--- config.mk ---
export PLATFORM = sky130hd
export DESIGN_NAME = sorted_timer_queue_top
export DESIGN_NICKNAME = d
export VERILOG_FILES = /design/src/design/stq_pkg.sv /design/src/design/stq_store.sv /design/src/design/stq_obuf.sv /design/src/design/sorted_timer_queue_top.sv
export SDC_FILE = /design/constraint.sdc
export NUM_CORES = 2
export LEC_CHECK = 0
export ABC_AREA = 1
export BUFFER_PORTS_ARGS = -buffer_cell sky130_fd_sc_hd__buf_2
export CAP_MARGIN = 20
export CELL_PAD_IN_SITES_DETAIL_PLACEMENT = 0
export CELL_PAD_IN_SITES_GLOBAL_PLACEMENT = 1
export CORE_UTILIZATION = 55
export DETAILED_ROUTE_END_ITERATION = 7
export PLACE_DENSITY_LB_ADDON = 0.1
export RECOVER_POWER = 100
export SYNTH_ARGS = -nofsm -noshare
export SYNTH_HDL_FRONTEND = slang
export SYNTH_HIERARCHICAL = 1
export SYNTH_SLANG_ARGS = --single-unit
--- constraint.sdc ---
create_clock -name clk_i -period 23.2 [get_ports clk_i]
set_clock_uncertainty 0.15 [all_clocks]
set_input_delay 1.16 -clock clk_i [delete_from_list [all_inputs] [get_ports clk_i]]
set_output_delay 1.16 -clock clk_i [all_outputs]
set_load 0.02 [all_outputs]
--- src/design/stq_pkg.sv ---
package stq_pkg;

  localparam int unsigned POOL_DEPTH  = 16;
  localparam int unsigned MAX_RESULTS = 16;
  localparam int unsigned IDX_W       = (POOL_DEPTH > 1) ? $clog2(POOL_DEPTH) : 1;
  localparam int unsigned CNT_W       = $clog2(POOL_DEPTH + 1);
  localparam int unsigned EV_IDX_W    = (MAX_RESULTS > 1) ? $clog2(MAX_RESULTS) : 1;
  localparam int unsigned EV_CNT_W    = $clog2(MAX_RESULTS + 1);
  localparam int unsigned IN_DATA_W   = 128;
  localparam int unsigned OUT_DATA_W  = 104;

  typedef enum logic [2:0] {
    OP_START  = 3'd0,
    OP_CANCEL = 3'd1,
    OP_NOTIFY = 3'd2,
    OP_FIND   = 3'd3,
    OP_CHECK  = 3'd4,
    OP_CLEAR  = 3'd5
  } op_e;

  typedef enum logic [1:0] {
    ST_OK       = 2'd0,
    ST_REFUSED  = 2'd1,
    ST_FULL     = 2'd2,
    ST_NOTFOUND = 2'd3
  } status_e;

  typedef struct packed {
    logic [31:0] id;
    logic [31:0] deadline;
    logic [31:0] word;
  } entry_t;

  typedef struct packed {
    logic [1:0]  status;
    logic        event_valid;
    logic        fired;
    logic [31:0] event_id;
    logic [31:0] event_data;
    logic        rearm;
    logic [31:0] rearm_delay;
    logic        queue_empty;
    logic        last;
  } result_t;

  function automatic logic [31:0] clip_delay(logic [31:0] dl, logic [31:0] now);
    logic [31:0] d;
    d = dl - now;
    return d[31] ? 32'd0 : d;
  endfunction

endpackage

--- src/design/stq_store.sv ---
module stq_store import stq_pkg::*; (
  input  logic             clk_i,
  input  logic             we_i,
  input  logic [IDX_W-1:0] waddr_i,
  input  entry_t           wdata_i,
  input  logic [IDX_W-1:0] raddr_i,
  output entry_t           rdata_o
);

  entry_t mem [POOL_DEPTH];
  entry_t rdata_q;

  always_ff @(posedge clk_i) begin
    if (we_i) begin
      mem[waddr_i] <= wdata_i;
    end
    rdata_q <= mem[raddr_i];
  end

  assign rdata_o = rdata_q;

endmodule

--- src/design/stq_obuf.sv ---
module stq_obuf import stq_pkg::*; (
  input  logic                  clk_i,
  input  logic                  rst_ni,
  input  logic                  push_i,
  input  result_t               res_i,
  output logic                  free_o,
  output logic                  m_axis_tvalid,
  input  logic                  m_axis_tready,
  output logic [OUT_DATA_W-1:0] m_axis_tdata,
  output logic                  m_axis_tlast
);

  logic    valid_q;
  result_t res_q;

  assign free_o = !valid_q || m_axis_tready;

  always_ff @(posedge clk_i or negedge rst_ni) begin
    if (!rst_ni) begin
      valid_q <= 1'b0;
    end else if (free_o) begin
      valid_q <= push_i;
    end
  end

  always_ff @(posedge clk_i) begin
    if (free_o && push_i) begin
      res_q <= res_i;
    end
  end

  assign m_axis_tvalid = valid_q;
  assign m_axis_tlast  = res_q.last;
  assign m_axis_tdata  = {2'b00, res_q.queue_empty, res_q.rearm_delay, res_q.rearm,
                          res_q.event_data, res_q.event_id, res_q.fired,
                          res_q.event_valid, res_q.status};

endmodule

--- src/design/sorted_timer_queue_top.sv ---
// path, accept to result: a scan reading one entry per cycle through the single memory
// read port, a decide step and the result push; a head re-read adds a read and a wait state,
// and a start that inserts adds a shift pass and a write before the push
// throughput: one item per pass, taken again the cycle after its last result is pushed;
// a check pushes one result per cycle, each waiting while the output register is full
// reset: asynchronous active low, empties the pool; no clearing pass is needed
module sorted_timer_queue_top import stq_pkg::*; (
  input  logic                  clk_i,
  input  logic                  rst_ni,
  input  logic                  s_axis_tvalid,
  output logic                  s_axis_tready,
  // id, length, user_data, now
  input  logic [IN_DATA_W-1:0]  s_axis_tdata,
  // operation
  input  logic [2:0]            s_axis_tuser,
  output logic                  m_axis_tvalid,
  input  logic                  m_axis_tready,
  // status, event_valid, fired, event_id, event_data, rearm, rearm_delay, queue_empty
  output logic [OUT_DATA_W-1:0] m_axis_tdata,
  output logic                  m_axis_tlast
);

  typedef enum logic [2:0] {
    S_IDLE, S_SCAN, S_DECIDE, S_SHIFT, S_INSERT, S_HEAD_RD, S_HEAD_WAIT, S_EMIT
  } state_e;

  state_e               state_q;
  logic [2:0]           op_q;
  logic [31:0]          id_q, len_q, word_q, now_q, newdl_q;
  logic [CNT_W-1:0]     cnt_q, rd_ptr_q, w_q, pos_q, sh_ptr_q;
  logic                 rvalid_q, pos_found_q, match_q, head_hit_q;
  logic [IDX_W-1:0]     ridx_q;
  logic [31:0]          hit_word_q;
  logic [EV_CNT_W-1:0]  n_q, k_q, nres_q;
  logic                 ck_mode_q;
  logic [1:0]           r_status_q;
  logic                 r_ev_q, r_rearm_q, r_empty_q;
  logic [31:0]          r_id_q, r_data_q, r_delay_q;
  logic [63:0]          evbuf [MAX_RESULTS];

  logic                 mem_we;
  logic [IDX_W-1:0]     mem_waddr, mem_raddr;
  entry_t               mem_wdata, rdata;
  logic [31:0]          da, db;
  logic                 fut, idm, expd, rm;
  logic                 ob_free, push;
  result_t              res;
  logic                 last_res;

  stq_store u_store (
    .clk_i   (clk_i),
    .we_i    (mem_we),
    .waddr_i (mem_waddr),
    .wdata_i (mem_wdata),
    .raddr_i (mem_raddr),
    .rdata_o (rdata)
  );

  assign da   = rdata.deadline - now_q;
  assign db   = rdata.deadline - newdl_q;
  assign fut  = (da != 32'd0) && !da[31] && (db != 32'd0) && !db[31];
  assign idm  = rdata.id == id_q;
  assign expd = (da == 32'd0) || da[31];
  assign rm   = ((op_q == OP_CANCEL || op_q == OP_NOTIFY) && idm) ||
                (op_q == OP_CHECK && expd && (n_q < EV_CNT_W'(MAX_RESULTS)));

  always_comb begin
    mem_we    = 1'b0;
    mem_waddr = w_q[IDX_W-1:0];
    mem_wdata = rdata;
    mem_raddr = rd_ptr_q[IDX_W-1:0];
    case (state_q)
      S_SCAN: begin
        mem_we = rvalid_q && !rm;
      end
      S_SHIFT: begin
        mem_raddr = IDX_W'(sh_ptr_q - CNT_W'(1));
        mem_we    = rvalid_q;
        mem_waddr = ridx_q + IDX_W'(1);
      end
      S_INSERT: begin
        mem_we    = 1'b1;
        mem_waddr = pos_q[IDX_W-1:0];
        mem_wdata = '{id: id_q, deadline: newdl_q, word: word_q};
      end
      S_HEAD_RD: mem_raddr = '0;
      default: ;
    endcase
  end

  assign last_res = k_q == nres_q - EV_CNT_W'(1);

  always_comb begin
    res.status      = r_status_q;
    res.event_valid = r_ev_q;
    res.fired       = 1'b0;
    res.event_id    = r_id_q;
    res.event_data  = r_data_q;
    res.rearm       = r_rearm_q;
    res.rearm_delay = r_delay_q;
    res.queue_empty = r_empty_q;
    res.last        = last_res;
    if (ck_mode_q) begin
      res.event_valid = 1'b1;
      res.fired       = 1'b1;
      res.event_id    = evbuf[k_q[EV_IDX_W-1:0]][63:32];
      res.event_data  = evbuf[k_q[EV_IDX_W-1:0]][31:0];
      res.rearm       = last_res && r_rearm_q;
      res.rearm_delay = last_res ? r_delay_q : 32'd0;
    end
  end

  assign push          = (state_q == S_EMIT);
  assign s_axis_tready = (state_q == S_IDLE);

  stq_obuf u_obuf (
    .clk_i         (clk_i),
    .rst_ni        (rst_ni),
    .push_i        (push),
    .res_i         (res),
    .free_o        (ob_free),
    .m_axis_tvalid (m_axis_tvalid),
    .m_axis_tready (m_axis_tready),
    .m_axis_tdata  (m_axis_tdata),
    .m_axis_tlast  (m_axis_tlast)
  );

  always_ff @(posedge clk_i) begin
    if (state_q == S_SCAN && rvalid_q && rm && op_q == OP_CHECK) begin
      evbuf[n_q[EV_IDX_W-1:0]] <= {rdata.id, rdata.word};
    end
  end

  always_ff @(posedge clk_i or negedge rst_ni) begin
    if (!rst_ni) begin
      state_q     <= S_IDLE;
      cnt_q       <= '0;
      op_q        <= '0;
      id_q        <= '0;
      len_q       <= '0;
      word_q      <= '0;
      now_q       <= '0;
      newdl_q     <= '0;
      rd_ptr_q    <= '0;
      w_q         <= '0;
      pos_q       <= '0;
      sh_ptr_q    <= '0;
      rvalid_q    <= 1'b0;
      ridx_q      <= '0;
      pos_found_q <= 1'b0;
      match_q     <= 1'b0;
      head_hit_q  <= 1'b0;
      hit_word_q  <= '0;
      n_q         <= '0;
      k_q         <= '0;
      nres_q      <= '0;
      ck_mode_q   <= 1'b0;
      r_status_q  <= ST_OK;
      r_ev_q      <= 1'b0;
      r_rearm_q   <= 1'b0;
      r_empty_q   <= 1'b0;
      r_id_q      <= '0;
      r_data_q    <= '0;
      r_delay_q   <= '0;
    end else begin
      case (state_q)
        S_IDLE: begin
          if (s_axis_tvalid) begin
            op_q        <= s_axis_tuser;
            id_q        <= s_axis_tdata[31:0];
            len_q       <= s_axis_tdata[63:32];
            word_q      <= s_axis_tdata[95:64];
            now_q       <= s_axis_tdata[127:96];
            newdl_q     <= s_axis_tdata[127:96] + s_axis_tdata[63:32];
            rd_ptr_q    <= '0;
            w_q         <= '0;
            n_q         <= '0;
            k_q         <= '0;
            rvalid_q    <= 1'b0;
            pos_found_q <= 1'b0;
            match_q     <= 1'b0;
            head_hit_q  <= 1'b0;
            state_q     <= S_SCAN;
          end
        end
        S_SCAN: begin
          if (rd_ptr_q < cnt_q) rd_ptr_q <= rd_ptr_q + CNT_W'(1);
          rvalid_q <= rd_ptr_q < cnt_q;
          ridx_q   <= rd_ptr_q[IDX_W-1:0];
          if (rvalid_q) begin
            if (op_q == OP_START && fut && !pos_found_q) begin
              pos_q       <= CNT_W'(ridx_q);
              pos_found_q <= 1'b1;
            end
            if (idm) begin
              match_q    <= 1'b1;
              hit_word_q <= rdata.word;
            end
            if (rm) begin
              if (ridx_q == '0) head_hit_q <= 1'b1;
              if (op_q == OP_CHECK) n_q <= n_q + EV_CNT_W'(1);
            end else begin
              w_q <= w_q + CNT_W'(1);
            end
          end
          if (rd_ptr_q == cnt_q && !rvalid_q) state_q <= S_DECIDE;
        end
        S_DECIDE: begin
          cnt_q      <= w_q;
          r_status_q <= ST_OK;
          r_ev_q     <= 1'b0;
          r_id_q     <= '0;
          r_data_q   <= '0;
          r_rearm_q  <= 1'b0;
          r_delay_q  <= '0;
          r_empty_q  <= w_q == '0;
          nres_q     <= EV_CNT_W'(1);
          ck_mode_q  <= 1'b0;
          state_q    <= S_EMIT;
          case (op_q)
            OP_START: begin
              if (len_q == 32'd0 || match_q) begin
                r_status_q <= ST_REFUSED;
              end else if (cnt_q == CNT_W'(POOL_DEPTH)) begin
                r_status_q <= ST_FULL;
              end else begin
                if (!pos_found_q) pos_q <= cnt_q;
                sh_ptr_q <= cnt_q;
                rvalid_q <= 1'b0;
                state_q  <= S_SHIFT;
              end
            end
            OP_CANCEL, OP_NOTIFY: begin
              if (!match_q) begin
                r_status_q <= ST_NOTFOUND;
              end else begin
                if (op_q == OP_NOTIFY) begin
                  r_ev_q   <= 1'b1;
                  r_id_q   <= id_q;
                  r_data_q <= hit_word_q;
                end
                if (head_hit_q) state_q <= S_HEAD_RD;
              end
            end
            OP_FIND: begin
              if (match_q) begin
                r_id_q    <= id_q;
                r_data_q  <= hit_word_q;
                r_empty_q <= 1'b0;
              end else begin
                r_status_q <= ST_NOTFOUND;
              end
            end
            OP_CHECK: begin
              if (n_q != '0) begin
                ck_mode_q <= 1'b1;
                nres_q    <= n_q;
                state_q   <= S_HEAD_RD;
              end
            end
            OP_CLEAR: begin
              cnt_q     <= '0;
              r_empty_q <= 1'b1;
            end
            default: r_status_q <= ST_REFUSED;
          endcase
        end
        S_SHIFT: begin
          // move entries up one place, from the tail down to the insert point
          if (sh_ptr_q > pos_q) sh_ptr_q <= sh_ptr_q - CNT_W'(1);
          rvalid_q <= sh_ptr_q > pos_q;
          ridx_q   <= IDX_W'(sh_ptr_q - CNT_W'(1));
          if (sh_ptr_q == pos_q && !rvalid_q) state_q <= S_INSERT;
        end
        S_INSERT: begin
          cnt_q     <= cnt_q + CNT_W'(1);
          r_rearm_q <= pos_q == '0;
          r_delay_q <= (pos_q == '0) ? len_q : 32'd0;
          r_empty_q <= 1'b0;
          state_q   <= S_EMIT;
        end
        S_HEAD_RD: begin
          if (cnt_q == '0) begin
            r_rearm_q <= 1'b0;
            state_q   <= S_EMIT;
          end else begin
            state_q <= S_HEAD_WAIT;
          end
        end
        S_HEAD_WAIT: begin
          r_rearm_q <= 1'b1;
          r_delay_q <= clip_delay(rdata.deadline, now_q);
          state_q   <= S_EMIT;
        end
        S_EMIT: begin
          if (ob_free) begin
            k_q <= k_q + EV_CNT_W'(1);
            if (last_res) state_q <= S_IDLE;
          end
        end
        default: state_q <= S_IDLE;
      endcase
    end
  end

  // the pool never holds more timers than it has entries
  assert property (@(posedge clk_i) disable iff (!rst_ni) cnt_q <= CNT_W'(POOL_DEPTH))
    else $error("timer count beyond pool depth");

  // an accepted item blocks the next one: ready is low in the cycle after it is taken
  assert property (@(posedge clk_i) disable iff (!rst_ni)
    s_axis_tvalid && s_axis_tready |=> !s_axis_tready)
    else $error("item taken while previous one in progress");

  // the rearm decision only rides on the final result of an item
  assert property (@(posedge clk_i) disable iff (!rst_ni)
    m_axis_tvalid && m_axis_tdata[68] |-> m_axis_tlast)
    else $error("rearm on a non-final result");

endmodule
==> summary.txt <==
Run status
  – Outcome: complete, but fails checks
  – Violated checks: max-capacitance violations, max-slew violations

Synthesis
  – Leading post-synthesis cells by cell area: edfxtp_1 (60%), nand2_1 (8.4%), dfrtp_1 (6.6%)
  – Sequential-to-total area share from yosys stat: between 60% and 70%
  – Fraction of post-synthesis cell area in the top cell type by area: 60.0%
  – Fraction of registers with async set or reset after synthesis: between 10% and 20%
  – Top_reg_cell synth: edfxtp_1
  – Netlist cell types: between 60 and 70
  – Mean instance size in the synthesized netlist: 10.7 µm²
  – Largest area contributor in the synthesized netlist: edfxtp_1
  – Register bit count reported by yosys: around 3100
  – Post-synthesis cell count: 12400
  – Number of flops mapped to enable cells by yosys: 2663
  – Summed instance area of the synthesized netlist: 133000 µm²
  – Count of warnings emitted by yosys: 6

Power and ir drop
  – Portion of total power attributed to the clock network: 23.8%
  – Max rail drop VDD: roughly 170 µV
  – Post-route total power: around 0.022 W
  – Switching Power: ~0.009 W
  – Power per Cell Area: roughly 150 nW/µm²
  – Fraction of power spent switching nets: slightly above 40%
  – Part of the total power dissipated in combinational logic: between 30% and 40%
  – Relative contribution of sequential cells to total power: 38.3%
  – P_int: 0.0128 W
  – Static leakage: 59.0 nW

Floorplanning
  – Row count: 180
  – Die width: roughly 490 µm
  – Initial core utilization: 55.4%
  – Chip Height: 494 µm
  – Boundary pin count: 242
  – Area of the core: 241000 µm²
  – Die area: 244000 µm²

Critical path
  – Worst endpoint data arrival time: approximately 14000 ps
  – Type of the worst setup path: reg -> reg
  – Critical path required time: 23290 ps
  – Ordered cell list for the critical path: inv_1 > nor2_1 > inv_1 > nor2_4 > clkbuf_1 > clkinvlp_2 > o221ai_1 > nand2_1 > nor2_1 > clkbuf_1
  – Largest delay contributor family on the critical path: buffers and inverters
  – Count of buffering cells on the critical path with inverters included: 5
  – Max stage delay cell, worst path: clkbuf_1
  – Worst Reg-to-Reg Cells: 10
  – Critical Path Source: state_q[2]
  – Startpoint of the lowest-slack register-to-register path: state_q[2]
  – Crit path capture type: register
  – Worst setup SP type: register
  – Path length in cells of the critical path: 10
  – Peak per-stage delay on the critical path: 6150 ps
  – Highest fanout seen on the critical path: 90

Flow run
  – Max-cap violations: 102

Layout
  – # fillers: 19600
  – Final layout net count: 12800
  – Final core area utilization: 61.1%
  – Proportion of layout cells with a drive suffix above 1: about 5.9%
  – Synthesis-to-layout area growth: 10.3%

Route
  – First DRT Iteration DRCs: 11700
  – Total DRC errors in the routed layout: 0
  – DRT Wirelength: 393000 µm
  – Wire per inst: 24.5 µm
  – Routed via count: between 90000 and 100k
  – Drt pass-1 iters: 6
  – Routed vias/inst: between 5 and 6
  – DRT antenna net count: 0

Placement
  – DP Wirelength: 224000 µm
  – Routability-driven placement congestion ratio: 0.925
  – IO Port Bufs: 239
  – Setup slack after placement: 16900 ps

STA
  – Max-slew headroom: -513%
  – Final setup violation count: 0
  – Count of pins over their slew limit: between 4000 and 5000
  – Fin Hold WS: between 200 and 300 ps
  – Worst setup slack after layout: between 9000 and 10000 ps
  – RSZ-0062 raised after global routing: false
  – Final Cycle Share: ~61%
  – Aggregate negative setup slack: 0 ps
  – Max frequency: 70.9 MHz
  – Slew at the pin closest to its max-slew limit: 9190 ps
  – Final min period: 14110 ps
  – Number of hold-slack violations in the final timing report: 0

CTS
  – Clk root buf: clkbuf_16
  – Maximum clock insertion buffer count: 4
  – Setup Buffers After CTS: 0
  – TritonCTS clock tree: yes
  – Number of gates resized after cts: 0
  – Total clock buffers created by CTS: between 300 and 400
  – Count of clock tree sinks: about 3100
  – Number of hold-repair buffers added at the cts stage: 0
  – Clock network latency to the later pin of the worst-skew pair: 980 ps
  – # H-tree levels: 5
  – Clock-pin slew of the registers on the worst-case setup and hold paths: about 60 ps

Hold path
  – Classification of the worst-slack hold path: in -> reg
  – Startpoint of the most critical hold path: s_axis_tdata[75]
  – Count of cells along the worst hold path: 3

Global routing
  – Final global-route overflow total: 0
  – Maximum number of pins on one net before global-route repair: 257
  – Number of antenna violations at the first check in global routing: 39
  – Wire length of the first global-routing pass: 573000 µm
  – Via count of the first global-routing pass: 86800
  – Global routing usage summed across all routing layers: a little under a third
state kept, by name, indices dropped and copies added, names as in the netlist, 5 cells and up:
name	cells
nres_q	5
id_q	32
pos_q	5
r_data_q	32
u_store/mem	1536
k_q	5
w_q	5
r_delay_q	32
word_q	32
sh_ptr_q	5
r_id_q	32
evbuf	1024
u_obuf/m_axis_tdata	102
hit_word_q	32
now_q	32
cnt_q	5
rd_ptr_q	5
n_q	5
u_store/rdata_o	96
len_q	32
newdl_q	32
worst reg2reg max path: cells and delay by family (launching register included):
kind                   cells  cell delay (ps)
AND/OR/NAND/NOR            4             1310
flip-flops                 1              450
buffers and inverters      5            10330
AO/OA/AOI/OAI              1             1100
power groups by stage:
stage | registers, W | clock network, W | logic [W]
2_1_floorplan | 0.00801 | 0 | 0.00531
3_3_place_gp | 0.00827 | 0 | 0.00794
6_report | 0.00828 | 0.00515 | 0.00818
3_5_place_dp | 0.00830 | 0 | 0.00803
4_1_cts | 0.00819 | 0.00521 | 0.00806
5_1_grt | 0.00832 | 0.00542 | 0.00893
cells in the final DEF, fill, tap and decap left out, drive strengths merged, types with 3 or more instances in the layout:
cell type / n
edfxtp: 2663
o22ai: 226
o221ai: 140
clkbuf: 720
o21a: 4
a22oi: 52
nand2: 2997
buf: 177
a21boi: 4
o21bai: 4
nor3: 31
xor2: 31
nand4: 45
nand3: 1315
a41oi: 14
a21o: 8
o21ai: 863
a31oi: 11
nor4: 8
dfxtp: 96
a21oi: 108
nand3b: 9
xnor2: 41
nor2: 778
ha: 118
a221oi: 52
clkinv: 120
bufinv: 23
dfrtp: 349
or2: 8
inv: 1762
diode: 14
o211ai: 31
clkinvlp: 8
fa: 3
worst paths after layout:
path                                               end  slack [ps]
worst max-delay path                u_store/mem[7][69]        9090
worst min-delay path                        word_q[11]         250
worst max register to register      u_store/mem[7][69]        9090
worst min register to register  u_obuf/m_axis_tdata[0]         310
max in group asynchronous                   word_q[15]       11010
min in group asynchronous                    len_q[29]        2460
stage by stage:
stage               instances  cell area [µm²]
finish                  16000           147000
global route            16000           147000
CTS                     16000           148000
detailed placement      15400           138000
global placement        15400           137000
floorplan               12400           133000
cell families after synthesis:
group / share of synthesized area, %
buf+inv: 7.25
other cells: 0.00282
simple gates: 16.3
compound gates: 6.80
flops: 68.0
xor+xnor: 0.488
fa+ha+maj: 1.15
layer usage:
layer / wire length, µm / share of wire [%] / global-route usage [%] / vias to the layer above
li1: - / - / - / 42200
met1: 169000 / 43 / 48.2 / 45300
met2: 174000 / 44 / 47.8 / 4258
met3: 39000 / 9.9 / 5.32 / 658
met4: 10600 / 2.7 / 8.99 / 10
met5: 71 / 0.018 / 0 / -
cell type report:
| cell class | count | area [µm²] | area share [%] |
|---|---|---|---|
| clock inverter | 151 | 1380 | 0.940 |
| antenna | 14 | 35.0 | 0.0238 |
| inverter | 1762 | 6650 | 4.52 |
| sequential | 3108 | 90600 | 61.7 |
| clock buffer | 444 | 9090 | 6.18 |
| multi-input combinational | 6917 | 33100 | 22.5 |
| timing repair buffer | 453 | 2130 | 1.45 |
| tap | 3185 | 3990 | 2.71 |
cells in the mapped netlist, types with 11 or more instances:
cell type  number
buf_1          30
a221oi_1       52
nand2_1      2967
buf_4          27
a22oi_1        52
o21ai_0       852
a21oi_1       104
a31oi_1        11
dfrtp_1       349
inv_1        1746
nor3_1         27
dfxtp_1        96
edfxtp_1     2663
o211ai_1       31
a41oi_1        14
xnor2_1        41
clkbuf_1      367
ha_1          118
nand4_1        45
buf_6          43
nor2_2         15
nand2_2        25
nor2_1        758
xor2_1         30
nand3_1      1303
o22ai_1       226
o221ai_1      140
buf_2         168
inv_2          13
No activity file was read; power rests on OpenSTA's default activity.
